==> src/sv/apmm_pkg.sv <==
// apmm_pkg: shared types, register indexes, reset values and fixed constants
// for the axis pi motor mixer; no dependencies
package apmm_pkg;

	localparam int ANGLE_W = 16;
	localparam int SPEED_W = 12;
	localparam int DRIVE_W = 14;
	localparam int CFG_DATA_W = 24;
	localparam int CFG_IDX_W = 3;

	// axis range in hundredths of a degree
	localparam logic [15:0] ROLL_RANGE = 16'd36000;
	localparam logic [15:0] PITCH_RANGE = 16'd18000;

	// the range's power-of-two factor is folded into the shift, leaving
	// floor((diff * 2^shift + 562) / 1125) for either axis
	localparam int ROLL_SHIFT = 10;
	localparam int PITCH_SHIFT = 11;
	localparam logic [10:0] ERR_DIV = 11'd1125;
	localparam logic [9:0] ERR_ROUND = 10'd562;
	// floor(x / 1125) = (x * ERR_RECIP) >> ERR_SHIFT, exact for x below 2^26
	localparam logic [23:0] ERR_RECIP = 24'd15270995;
	localparam int ERR_SHIFT = 34;
	localparam logic [25:0] ERR_MAG_MAX = 26'h3ff_ffff;

	localparam logic [16:0] Q15_ONE = 17'd32768;
	localparam logic [11:0] MOTOR_MAX = 12'd4095;

	localparam logic [15:0] KP_RESET = 16'd2335;
	localparam logic [23:0] KI_RESET = 24'd28521;
	localparam logic [11:0] MAX_SPEED_RESET = 12'd1250;
	localparam logic [11:0] MIN_SPEED_RESET = 12'd625;
	localparam logic [15:0] SETPOINT_RESET = 16'd0;
	localparam logic [11:0] SCALE_RESET = 12'd625;
	localparam logic MODE_RESET = 1'b0;

	typedef enum logic [CFG_IDX_W-1:0] {
		CFG_KP_GAIN = 3'd0,
		CFG_KI_GAIN = 3'd1,
		CFG_MAX_SPEED = 3'd2,
		CFG_MIN_SPEED = 3'd3,
		CFG_SETPOINT = 3'd4,
		CFG_DRIVE_SCALE = 3'd5,
		CFG_AXIS_MODE = 3'd6
	} apmm_cfg_idx_t;

	typedef enum logic {
		OP_STEP = 1'b0,
		OP_CLEAR = 1'b1
	} apmm_op_t;

	typedef enum logic {
		MODE_ROLL = 1'b0,
		MODE_PITCH = 1'b1
	} apmm_mode_t;

	typedef enum logic [3:0] {
		ST_IDLE,
		ST_PREP,
		ST_MULE,
		ST_ERR,
		ST_SUM,
		ST_MULI,
		ST_MULP,
		ST_MIX,
		ST_MULD,
		ST_DRV,
		ST_FIN
	} apmm_state_t;

	typedef struct packed {
		logic [15:0] kp_gain;
		logic [23:0] ki_gain;
		logic [11:0] max_speed;
		logic [11:0] min_speed;
		logic signed [15:0] setpoint_angle;
		logic [11:0] drive_scale;
		logic axis_mode;
	} apmm_cfg_t;

	typedef struct packed {
		logic cap_in;
		logic clr;
		logic prep;
		logic mul_e;
		logic err;
		logic sum;
		logic mul_i;
		logic mul_p;
		logic mix;
		logic mul_d;
		logic drv;
		logic out_load;
	} apmm_ctrl_t;

endpackage

==> src/sv/apmm_regs.sv <==
// apmm_regs: configuration register file written through a plain write port
// depends on apmm_pkg
module apmm_regs (
	input  logic clk,
	input  logic arst_n,
	input  logic cfg_wen,
	input  logic [apmm_pkg::CFG_IDX_W-1:0] cfg_idx,
	input  logic [apmm_pkg::CFG_DATA_W-1:0] cfg_wdata,
	output apmm_pkg::apmm_cfg_t cfg
);
	import apmm_pkg::*;

	apmm_cfg_t cfg_q;

	always_ff @(posedge clk or negedge arst_n) begin
		if (!arst_n) begin
			cfg_q.kp_gain <= KP_RESET;
			cfg_q.ki_gain <= KI_RESET;
			cfg_q.max_speed <= MAX_SPEED_RESET;
			cfg_q.min_speed <= MIN_SPEED_RESET;
			cfg_q.setpoint_angle <= SETPOINT_RESET;
			cfg_q.drive_scale <= SCALE_RESET;
			cfg_q.axis_mode <= MODE_RESET;
		end else if (cfg_wen) begin
			unique case (cfg_idx)
				CFG_KP_GAIN: cfg_q.kp_gain <= cfg_wdata[15:0];
				CFG_KI_GAIN: cfg_q.ki_gain <= cfg_wdata[23:0];
				CFG_MAX_SPEED: cfg_q.max_speed <= cfg_wdata[11:0];
				CFG_MIN_SPEED: cfg_q.min_speed <= cfg_wdata[11:0];
				CFG_SETPOINT: cfg_q.setpoint_angle <= $signed(cfg_wdata[15:0]);
				CFG_DRIVE_SCALE: cfg_q.drive_scale <= cfg_wdata[11:0];
				CFG_AXIS_MODE: cfg_q.axis_mode <= cfg_wdata[0];
				default: ;
			endcase
		end
	end

	assign cfg = cfg_q;

endmodule

==> config.mk <==
export PLATFORM = sky130hd
export DESIGN_NAME = apmm_regs
export DESIGN_NICKNAME = d
export VERILOG_FILES = /design/src/sv/apmm_pkg.sv /design/src/sv/apmm_regs.sv
export SDC_FILE = /design/constraint.sdc
export NUM_CORES = 1
export LEC_CHECK = 0
export BUFFER_PORTS_ARGS = -buffer_cell sky130_fd_sc_hd__buf_2
export CAP_MARGIN = 25
export CORE_MARGIN = 5
export CORE_UTILIZATION = 30
export CTS_CLUSTER_SIZE = 12
export DETAILED_ROUTE_END_ITERATION = 16
export GPL_TIMING_DRIVEN = 0
export HOLD_SLACK_MARGIN = 0.15
export PLACE_DENSITY = 0.62
export SYNTH_ARGS = -nofsm -noshare
export SYNTH_HDL_FRONTEND = slang
export SYNTH_SLANG_ARGS = --single-unit
==> constraint.sdc <==
create_clock -name clk -period 1.5 [get_ports clk]
set_clock_uncertainty 0.1 [all_clocks]
set_input_delay 0.225 -clock clk [delete_from_list [all_inputs] [get_ports clk]]
set_output_delay 0.225 -clock clk [all_outputs]
set_load 0.005 [all_outputs]
==> results.cfg <==
[setup_path]
crit_cells = 1
required_ns = 1.17
worst-r2r-setup-slack_ns = 0.63
cp_cell_sequence = buf_2
worst-path-buf-inv = 1
critPathKind = flop to primary output
cp_slowest_cell = dfstp_2
r2r_start = cfg[44]
start_kind = flop
r2r_end = cfg[44]
critical_path.max_fanout = 2
endpoint_kind = primary output
reg2regPathDepth = 1
startpoint = cfg[62]
endpoint = cfg[62]
crit_arrival_ns = 0.98
path_delay_family = flip-flops
cp_slowest_stage_delay_ns = 0.54

[route]
remaining_drc_errors = 0
wl_per_cell_um = 16.7
vias = 2263
dr.pass1.iters = 4
routed_wl_mm = 8.58
ant_nets = 0
routed_via_density = 4.40
dr.first_iter.drc_count = 69

[logic_synthesis]
yosysUniqueCellTypes = 9
synth_cells = 202
synth.cells.most_frequent = mux2_2 (92), dfrtp_1 (61), dfstp_2 (32)
ys_seq_area_share_pct = 66.0
dominantRegCellSynth = dfrtp_1
postSynthAreaPerCell_um2 = 17.8
synth.most_common_cell = mux2_2
yosys-top-cells-area = dfrtp_1 (43%), mux2_2 (29%), dfstp_2 (23%)
synthArstFlopShare_pct = 100
ys_warn_count = 0
synth_edf_count = 0
synth.top_cell.area_share_pct = 42.5
yosysTopAreaCell = dfrtp_1
syn_area_um2 = 3590
ys_ff_latch = 93
synth_nets = 232

[global_routing]
grtUsageMet1_pct = 16.1
grt_pass1_vias = 2404
grt.busiest_layer = met2
grt_overflow = 0
grt_use_met3_pct = 4.56
grt_use_total_pct = 12.5
grtUsageMet2_pct = 19.0
grt_max_degree = 51
antenna_found_initial = 0
grt_pass1_wl_mm = 13.6

[sta]
holdWs_ns = 0.204
setup_violations = 0
relSlewSlack_pct = 61.6
rsz0062_at_grt = false
fin_setup_tns_ns = 0
worst_pin_slew_ns = 0.576
fmax_mhz = 764
finalCriticalPeriod_ns = 1.31
finalHoldViolCount = 0
drv_slew = 0
fin_crit_sh_pct = 87.3

[clock_network]
cts_buffers = 9
cts_sinks = 93
root_buffer = clkbuf_16
post_cts.resized_instances = 0
clk_pin_slew_ns = 0.06
htreeDepth = 3
clk_latency_ns = 0.33
clk_path_buf_depth = 2
cts_tree = done

[floorplan]
core_um2 = 11900
die_height_um = 119
ios = 123
rows = 40
initial_core_util_pct = 30.3
die_width_um = 119
dieArea_um2 = 14200

[worst_hold_path]
hold_path.class = input pin to flop

[layout]
fin_cells = 514
largest_reg_flops = 93
fin_nets = 392
antenna_cells = 0
n_fill_cell = 1101
area_delta_synth_final_pct = 38.6
drive_above_1_share_pct = 75.7
multiInputGateArea_um2 = 1140
seq_area_um2 = 2370

[place]
io_buffers = 122
gp_congestion = 0.685
dp.cells = 472
hpwlAfterDp_mm = 5.98

[pwr]
p_leak_nw = 2.28
ir_drop_uv = 672
power_density_nw_per_um2 = 1440

[run]
max_cap_viol_count = 0

[run_status]
status = completed
where the power goes:
part | total, W | internal [W] | switching, W | leakage, nW
clock network | 0.00226 | 0.00130 | 0.000961 | 0.142
logic | 0.00143 | 0.000868 | 0.000565 | 1.07
registers | 0.00346 | 0.00320 | 0.000265 | 1.07
total | 0.00715 | 0.00536 | 0.00179 | 2.28
through the flow:
step                area, um2  worst slack (ns)  util (%)  power [W]
floorplan                3590            0.0905         -    0.00409
global placement         4380            -0.729      37.0    0.00486
detailed placement       4410            -0.369      37.2    0.00493
CTS                      4970             0.167      41.9    0.00730
global route             4970             0.134      41.9    0.00759
finish                   4970             0.191      41.9    0.00715
metal layers:
metal / vias to the layer above / part of all wire [%]
li1: 1048 / -
met1: 1126 / 45
met2: 78 / 46
met3: 11 / 7.1
met4: 0 / 1.8
met5: - / 0
kinds of logic after synthesis:
kind of cell           after synthesis  synth area share, %
and+or+nand+nor                      7                 2.44
DFF                                 93                 66.0
buffers and inverters                9                 2.30
muxes                               93                 29.3
worst min path at each step:
stage                   from       to  slack [ns]  cells past startpoint
2_1_floorplan         arst_n   cfg[0]       -0.17                      0
3_3_place_gp   cfg_wdata[23]  cfg[76]        0.36                      2
3_5_place_dp          arst_n  cfg[76]        0.16                      1
4_1_cts              cfg_wen   cfg[0]        0.19                      3
5_1_grt              cfg_wen   cfg[0]        0.22                      3
6_report             cfg_wen   cfg[0]        0.20                      3
cell usage in the layout, fill, tap and decap left out, drive strengths merged:
cell / synthesis / final
clkinvlp: 0 / 2
clkinv: 0 / 4
dfrtp: 61 / 61
clkbuf: 0 / 9
dlygate4sd3: 0 / 25
nand4b: 3 / 3
bufinv: 0 / 1
nor4b: 1 / 1
buf: 9 / 133
and4bb: 3 / 3
dfstp: 32 / 32
mux2: 93 / 93
cell type report:
type,count,share of cell area (%)
Timing Repair Buffer,149,18.1
Sequential cell,93,47.6
Clock buffer,9,4.53
Multi-Input combinational cell,100,22.9
Buffer,9,1.66
Tap cell,147,3.70
Clock inverter,7,1.53
what timing repair did:
action,CTS,global route
hold buffers,25,0
hold endpoints to repair,125,0
setup buffers,1,0
setup endpoints to repair,1,0
Note: power is estimated with default switching activity, not from simulation.
