### config.mk
export PLATFORM = sky130hd
export DESIGN_NAME = apmm_seq
export DESIGN_NICKNAME = d
export VERILOG_FILES = /design/src/sv/apmm_pkg.sv /design/src/sv/apmm_seq.sv
export SDC_FILE = /design/constraint.sdc
export NUM_CORES = 1
export LEC_CHECK = 0
export ABC_AREA = 1
export BUFFER_PORTS_ARGS = -buffer_cell sky130_fd_sc_hd__buf_2
export CAP_MARGIN = 30
export CORE_AREA = 2 2 39 41
export CTS_BUF_LIST = sky130_fd_sc_hd__clkbuf_4 sky130_fd_sc_hd__clkbuf_8
export DETAILED_ROUTE_END_ITERATION = 6
export DIE_AREA = 0 0 41 43
export GPL_ROUTABILITY_DRIVEN = 0
export HOLD_SLACK_MARGIN = 0.1
export MAX_ROUTING_LAYER = met4
export RECOVER_POWER = 25
export SETUP_SLACK_MARGIN = 0.4
export SYNTH_ARGS = -nofsm -noshare
export SYNTH_HDL_FRONTEND = slang
export SYNTH_SLANG_ARGS = --single-unit
### constraint.sdc
create_clock -name clk -period 1.3 [get_ports clk]
set_clock_uncertainty 0.1 [all_clocks]
set_input_delay 0.13 -clock clk [delete_from_list [all_inputs] [get_ports clk]]
set_output_delay 0.13 -clock clk [all_outputs]
set_load 0.05 [all_outputs]
### src/sv/apmm_pkg.sv
// apmm_pkg: shared types, register indexes, reset values and fixed constants
// for the axis pi motor mixer; no dependencies
package apmm_pkg;

	localparam int ANGLE_W = 16;
	localparam int SPEED_W = 12;
	localparam int DRIVE_W = 14;
	localparam int CFG_DATA_W = 24;
	localparam int CFG_IDX_W = 3;

	// axis range in hundredths of a degree
	localparam logic [15:0] ROLL_RANGE = 16'd36000;
	localparam logic [15:0] PITCH_RANGE = 16'd18000;

	// the range's power-of-two factor is folded into the shift, leaving
	// floor((diff * 2^shift + 562) / 1125) for either axis
	localparam int ROLL_SHIFT = 10;
	localparam int PITCH_SHIFT = 11;
	localparam logic [10:0] ERR_DIV = 11'd1125;
	localparam logic [9:0] ERR_ROUND = 10'd562;
	// floor(x / 1125) = (x * ERR_RECIP) >> ERR_SHIFT, exact for x below 2^26
	localparam logic [23:0] ERR_RECIP = 24'd15270995;
	localparam int ERR_SHIFT = 34;
	localparam logic [25:0] ERR_MAG_MAX = 26'h3ff_ffff;

	localparam logic [16:0] Q15_ONE = 17'd32768;
	localparam logic [11:0] MOTOR_MAX = 12'd4095;

	localparam logic [15:0] KP_RESET = 16'd2335;
	localparam logic [23:0] KI_RESET = 24'd28521;
	localparam logic [11:0] MAX_SPEED_RESET = 12'd1250;
	localparam logic [11:0] MIN_SPEED_RESET = 12'd625;
	localparam logic [15:0] SETPOINT_RESET = 16'd0;
	localparam logic [11:0] SCALE_RESET = 12'd625;
	localparam logic MODE_RESET = 1'b0;

	typedef enum logic [CFG_IDX_W-1:0] {
		CFG_KP_GAIN = 3'd0,
		CFG_KI_GAIN = 3'd1,
		CFG_MAX_SPEED = 3'd2,
		CFG_MIN_SPEED = 3'd3,
		CFG_SETPOINT = 3'd4,
		CFG_DRIVE_SCALE = 3'd5,
		CFG_AXIS_MODE = 3'd6
	} apmm_cfg_idx_t;

	typedef enum logic {
		OP_STEP = 1'b0,
		OP_CLEAR = 1'b1
	} apmm_op_t;

	typedef enum logic {
		MODE_ROLL = 1'b0,
		MODE_PITCH = 1'b1
	} apmm_mode_t;

	typedef enum logic [3:0] {
		ST_IDLE,
		ST_PREP,
		ST_MULE,
		ST_ERR,
		ST_SUM,
		ST_MULI,
		ST_MULP,
		ST_MIX,
		ST_MULD,
		ST_DRV,
		ST_FIN
	} apmm_state_t;

	typedef struct packed {
		logic [15:0] kp_gain;
		logic [23:0] ki_gain;
		logic [11:0] max_speed;
		logic [11:0] min_speed;
		logic signed [15:0] setpoint_angle;
		logic [11:0] drive_scale;
		logic axis_mode;
	} apmm_cfg_t;

	typedef struct packed {
		logic cap_in;
		logic clr;
		logic prep;
		logic mul_e;
		logic err;
		logic sum;
		logic mul_i;
		logic mul_p;
		logic mix;
		logic mul_d;
		logic drv;
		logic out_load;
	} apmm_ctrl_t;

endpackage

### src/sv/apmm_seq.sv
// apmm_seq: sequencer for the shared multiplier, plus the valid flag of the
// result register; depends on apmm_pkg
module apmm_seq (
	input  logic clk,
	input  logic arst_n,
	input  logic in_valid,
	input  logic in_opcode,
	input  logic out_ready,
	output logic in_ready,
	output logic out_valid,
	output apmm_pkg::apmm_ctrl_t ctrl
);
	import apmm_pkg::*;

	apmm_state_t state_q, state_d;
	logic out_valid_q;
	logic out_free;

	assign out_free = !out_valid_q || out_ready;

	always_comb begin
		state_d = state_q;
		unique case (state_q)
			ST_IDLE: if (in_valid && in_opcode == OP_STEP) state_d = ST_PREP;
			ST_PREP: state_d = ST_MULE;
			ST_MULE: state_d = ST_ERR;
			ST_ERR: state_d = ST_SUM;
			ST_SUM: state_d = ST_MULI;
			ST_MULI: state_d = ST_MULP;
			ST_MULP: state_d = ST_MIX;
			ST_MIX: state_d = ST_MULD;
			ST_MULD: state_d = ST_DRV;
			ST_DRV: state_d = ST_FIN;
			ST_FIN: if (out_free) state_d = ST_IDLE;
			default: state_d = ST_IDLE;
		endcase
	end

	always_comb begin
		ctrl = '0;
		in_ready = 1'b0;
		unique case (state_q)
			ST_IDLE: begin
				in_ready = 1'b1;
				ctrl.cap_in = in_valid && in_opcode == OP_STEP;
				ctrl.clr = in_valid && in_opcode == OP_CLEAR;
			end
			ST_PREP: ctrl.prep = 1'b1;
			ST_MULE: ctrl.mul_e = 1'b1;
			ST_ERR: ctrl.err = 1'b1;
			ST_SUM: ctrl.sum = 1'b1;
			ST_MULI: ctrl.mul_i = 1'b1;
			ST_MULP: ctrl.mul_p = 1'b1;
			ST_MIX: ctrl.mix = 1'b1;
			ST_MULD: ctrl.mul_d = 1'b1;
			ST_DRV: ctrl.drv = 1'b1;
			ST_FIN: ctrl.out_load = out_free;
			default: ;
		endcase
	end

	always_ff @(posedge clk or negedge arst_n) begin
		if (!arst_n) begin
			state_q <= ST_IDLE;
			out_valid_q <= 1'b0;
		end else begin
			state_q <= state_d;
			if (ctrl.out_load) out_valid_q <= 1'b1;
			else if (out_ready) out_valid_q <= 1'b0;
		end
	end

	assign out_valid = out_valid_q;

endmodule

==> reports/metrics.yaml <==
job:
  max-cap-violations: 0
synth:
  ys_types: 11
  ys_warn_count: 0
  synthMuxAreaShare_pct: 0
  synth.avg_cell_area_sq_um: 6.26
  synth_top_area_share_pct: 38.5
  ys.flop_type: "dfrtp_1"
  ys_ff_latch: 5
  netlist_instances: 52
  synth_edf_count: 0
  synth-compound-area-share_pct: 4.62
  syn_nets: 57
  synthAdderAreaFrac_pct: 0
  synthSimpleGateAreaFrac_pct: 44.2
  synth_most_common_cell: "nor2_1"
  synth_commonest_cells: "15 x nor2_1, 11 x nand2_1, 10 x inv_1, 5 x dfrtp_1, 3 x o21ai_0"
  synth_top_family_by_area: "simple AND/OR/NAND/NOR gates"
  synth_area_leaders: "dfrtp_1 38%, nor2_1 17%, nand2_1 13%, inv_1 12%, o21ai_0 4.6%"
  async_flop_share_pct: 100
  synth_seq_area_share_pct: 38.5
  yosys.area_share.xor_xnor_pct: 0
  synth_area_leader_cell: "dfrtp_1"
  synth_area_sq_um: 325
worst_setup_path:
  crit_buf_inv: 1
  start_kind: "flop"
  rr_endpoint: "state_q[0]"
  critPathMaxFanout: 6
  critPathCaptureType: "output port"
  crit_family: "flip-flops"
  reg2reg_from: "state_q[3]"
  cp_common_cell: "nor2_4"
  cp.required_ps: 1070
  slowest_stage: "dfrtp_2"
  critPathArrivalTime_ps: 1240
  critical_path_class: "flop to output port"
  reg2reg_slack_ps: -20
  reg2reg_depth: 8
  worst_path_largest_cell_delay_ps: 470
  path_cells: "nor2_4 > nand2_4 > nor2_4 > buf_8"
die:
  io_pins: 19
  fp-row-count: 14
  dieArea_sq_mm: 0.00176
  core-area_sq_mm: 0.00138
  dieHeight_um: 43
  dieWidth_um: 41
  initial_core_util_pct: 23.5
routing:
  ant_nets: 0
  post_drt_wl_per_cell_um: 9.82
  finalWirelength_um: 1010
  drc: 0
  viasPerCell: 4.41
  drt_iter0_drc: 3
  vias: 454
  drt_pass1_iterations: 2
timing:
  slew_headroom_pct: 77.2
  fmax_ghz: 0.682
  worst_slew_pin_slew_ps: 339
  hold_viol: 0
  setup_ws_ps: -167
  period_minus_slack_ps: 1470
  timing.final.crit_share_pct: 113
  setup_violations: 14
  slew_violations: 0
  grt_setup_unrepaired: "true"
placed_design:
  dp_slack_ps: -47.9
  io_buffers: 18
  dp.final_hpwl_um: 702
cts:
  clk_latency_ps: 240
  cts_buffer_depth: 2
  htree_num_levels: 1
  cts-root-buf: "clkbuf_4"
  clk_pin_slew_ps: 40
  clock_sinks: 5
  cts_tree: "done"
  hold_buffers: 1
  cts_made_buffers: 3
global_routing:
  grt_max_degree: 7
  grt_pass1_wl_um: 1590
  gr-total-overflow: 0
  grt_usage_pct: 14.4
  grt_pass1_vias: 436
  antenna_found_initial: 0
finish:
  antenna_cells: 0
  drive_gt1_share_pct: 82.8
  nets: 93
  syn_to_final_growth_pct: 174
worst_hold_path:
  hold_path_class: "input port to flop"
  whs_path_depth: 2
  hold_end: "out_valid"
  worstHoldStart: "out_ready"
run_status:
  status: "finished, violations left"
  violations: "negative setup slack"
[cells in the final DEF, fill, tap and decap left out]
master | netlist | routed
nor2_4 | 0 | 16
buf_8 | 0 | 11
buf_4 | 0 | 9
nand2_1 | 11 | 6
inv_2 | 1 | 6
buf_6 | 0 | 6
clkbuf_4 | 0 | 4
dfrtp_2 | 0 | 4
nand2_2 | 1 | 3
buf_2 | 0 | 3
nand2_4 | 0 | 2
clkinvlp_4 | 0 | 2
inv_1 | 10 | 2
o21ai_2 | 0 | 2
inv_4 | 0 | 1
nand2_8 | 0 | 1
o21ai_0 | 3 | 1
nand3_2 | 1 | 1
nand3_4 | 0 | 1
nand3_1 | 2 | 1
nor2_1 | 15 | 1
nand3b_1 | 1 | 1
dlygate4sd3_1 | 0 | 1
clkbuf_1 | 0 | 1
dfrtp_1 | 5 | 1
[per-stage QoR]
step	cells	area (sq um)	util (%)	TNS [ps]	hold WS [ps]
3_3_place_gp	92	608	43.9	-96.1	-155
3_5_place_dp	92	608	43.9	-151	-154
2_1_floorplan	52	453	-	0	-266
5_1_grt	103	891	64.4	-2720	13.0
6_report	103	891	64.4	-1930	6.95
4_1_cts	103	852	61.6	-1950	7.43
[worst max path at each step]
stage | start | endpoint | cells past startpoint
after CTS | state_q[0] | ctrl[10] | 4
after global placement | state_q[3] | ctrl[10] | 4
after detailed placement | state_q[3] | ctrl[10] | 4
after floorplan | state_q[2] | ctrl[10] | 3
final | state_q[0] | ctrl[10] | 4
after global routing | state_q[0] | ctrl[10] | 4
[flip-flops by register name, summed over array words and instances (netlist names)]
register / count
out_valid: 1
state_q: 4
[routing by layer]
layer  vias to the layer above  share of wire [%]  wire [um]  global-route usage, %
li1                        226                  -          -                      -
met1                       214                 38        380                   14.1
met2                        12                 57        577                   22.5
met3                         2                3.7         37                   4.71
met4                         0                1.6         16                   10.0
met5                         -                  0          0                      -
[final cells by class]
class	instances	area [sq um]
fill	112	493
multi-input combinational	36	330
timing repair buffer	31	329
sequential	5	130
inverter	11	51.3
clock buffer	4	30.0
tap	16	20.0
[logic make-up after synthesis]
family,Yosys count
AND/OR/NAND/NOR,33
buffers and inverters,11
flip-flops,5
AO/OA/AOI/OAI,3
[what timing repair did]
item	4_1_cts	5_1_grt
endpoints found under the hold margin	6	1
pin swaps	8	8
endpoints found under the setup margin	19	19
resized for setup	47	13
buffers inserted	6	0
Power is not shown: default switching activity piles up to over one toggle a cycle in this logic, so the estimate is an artifact.
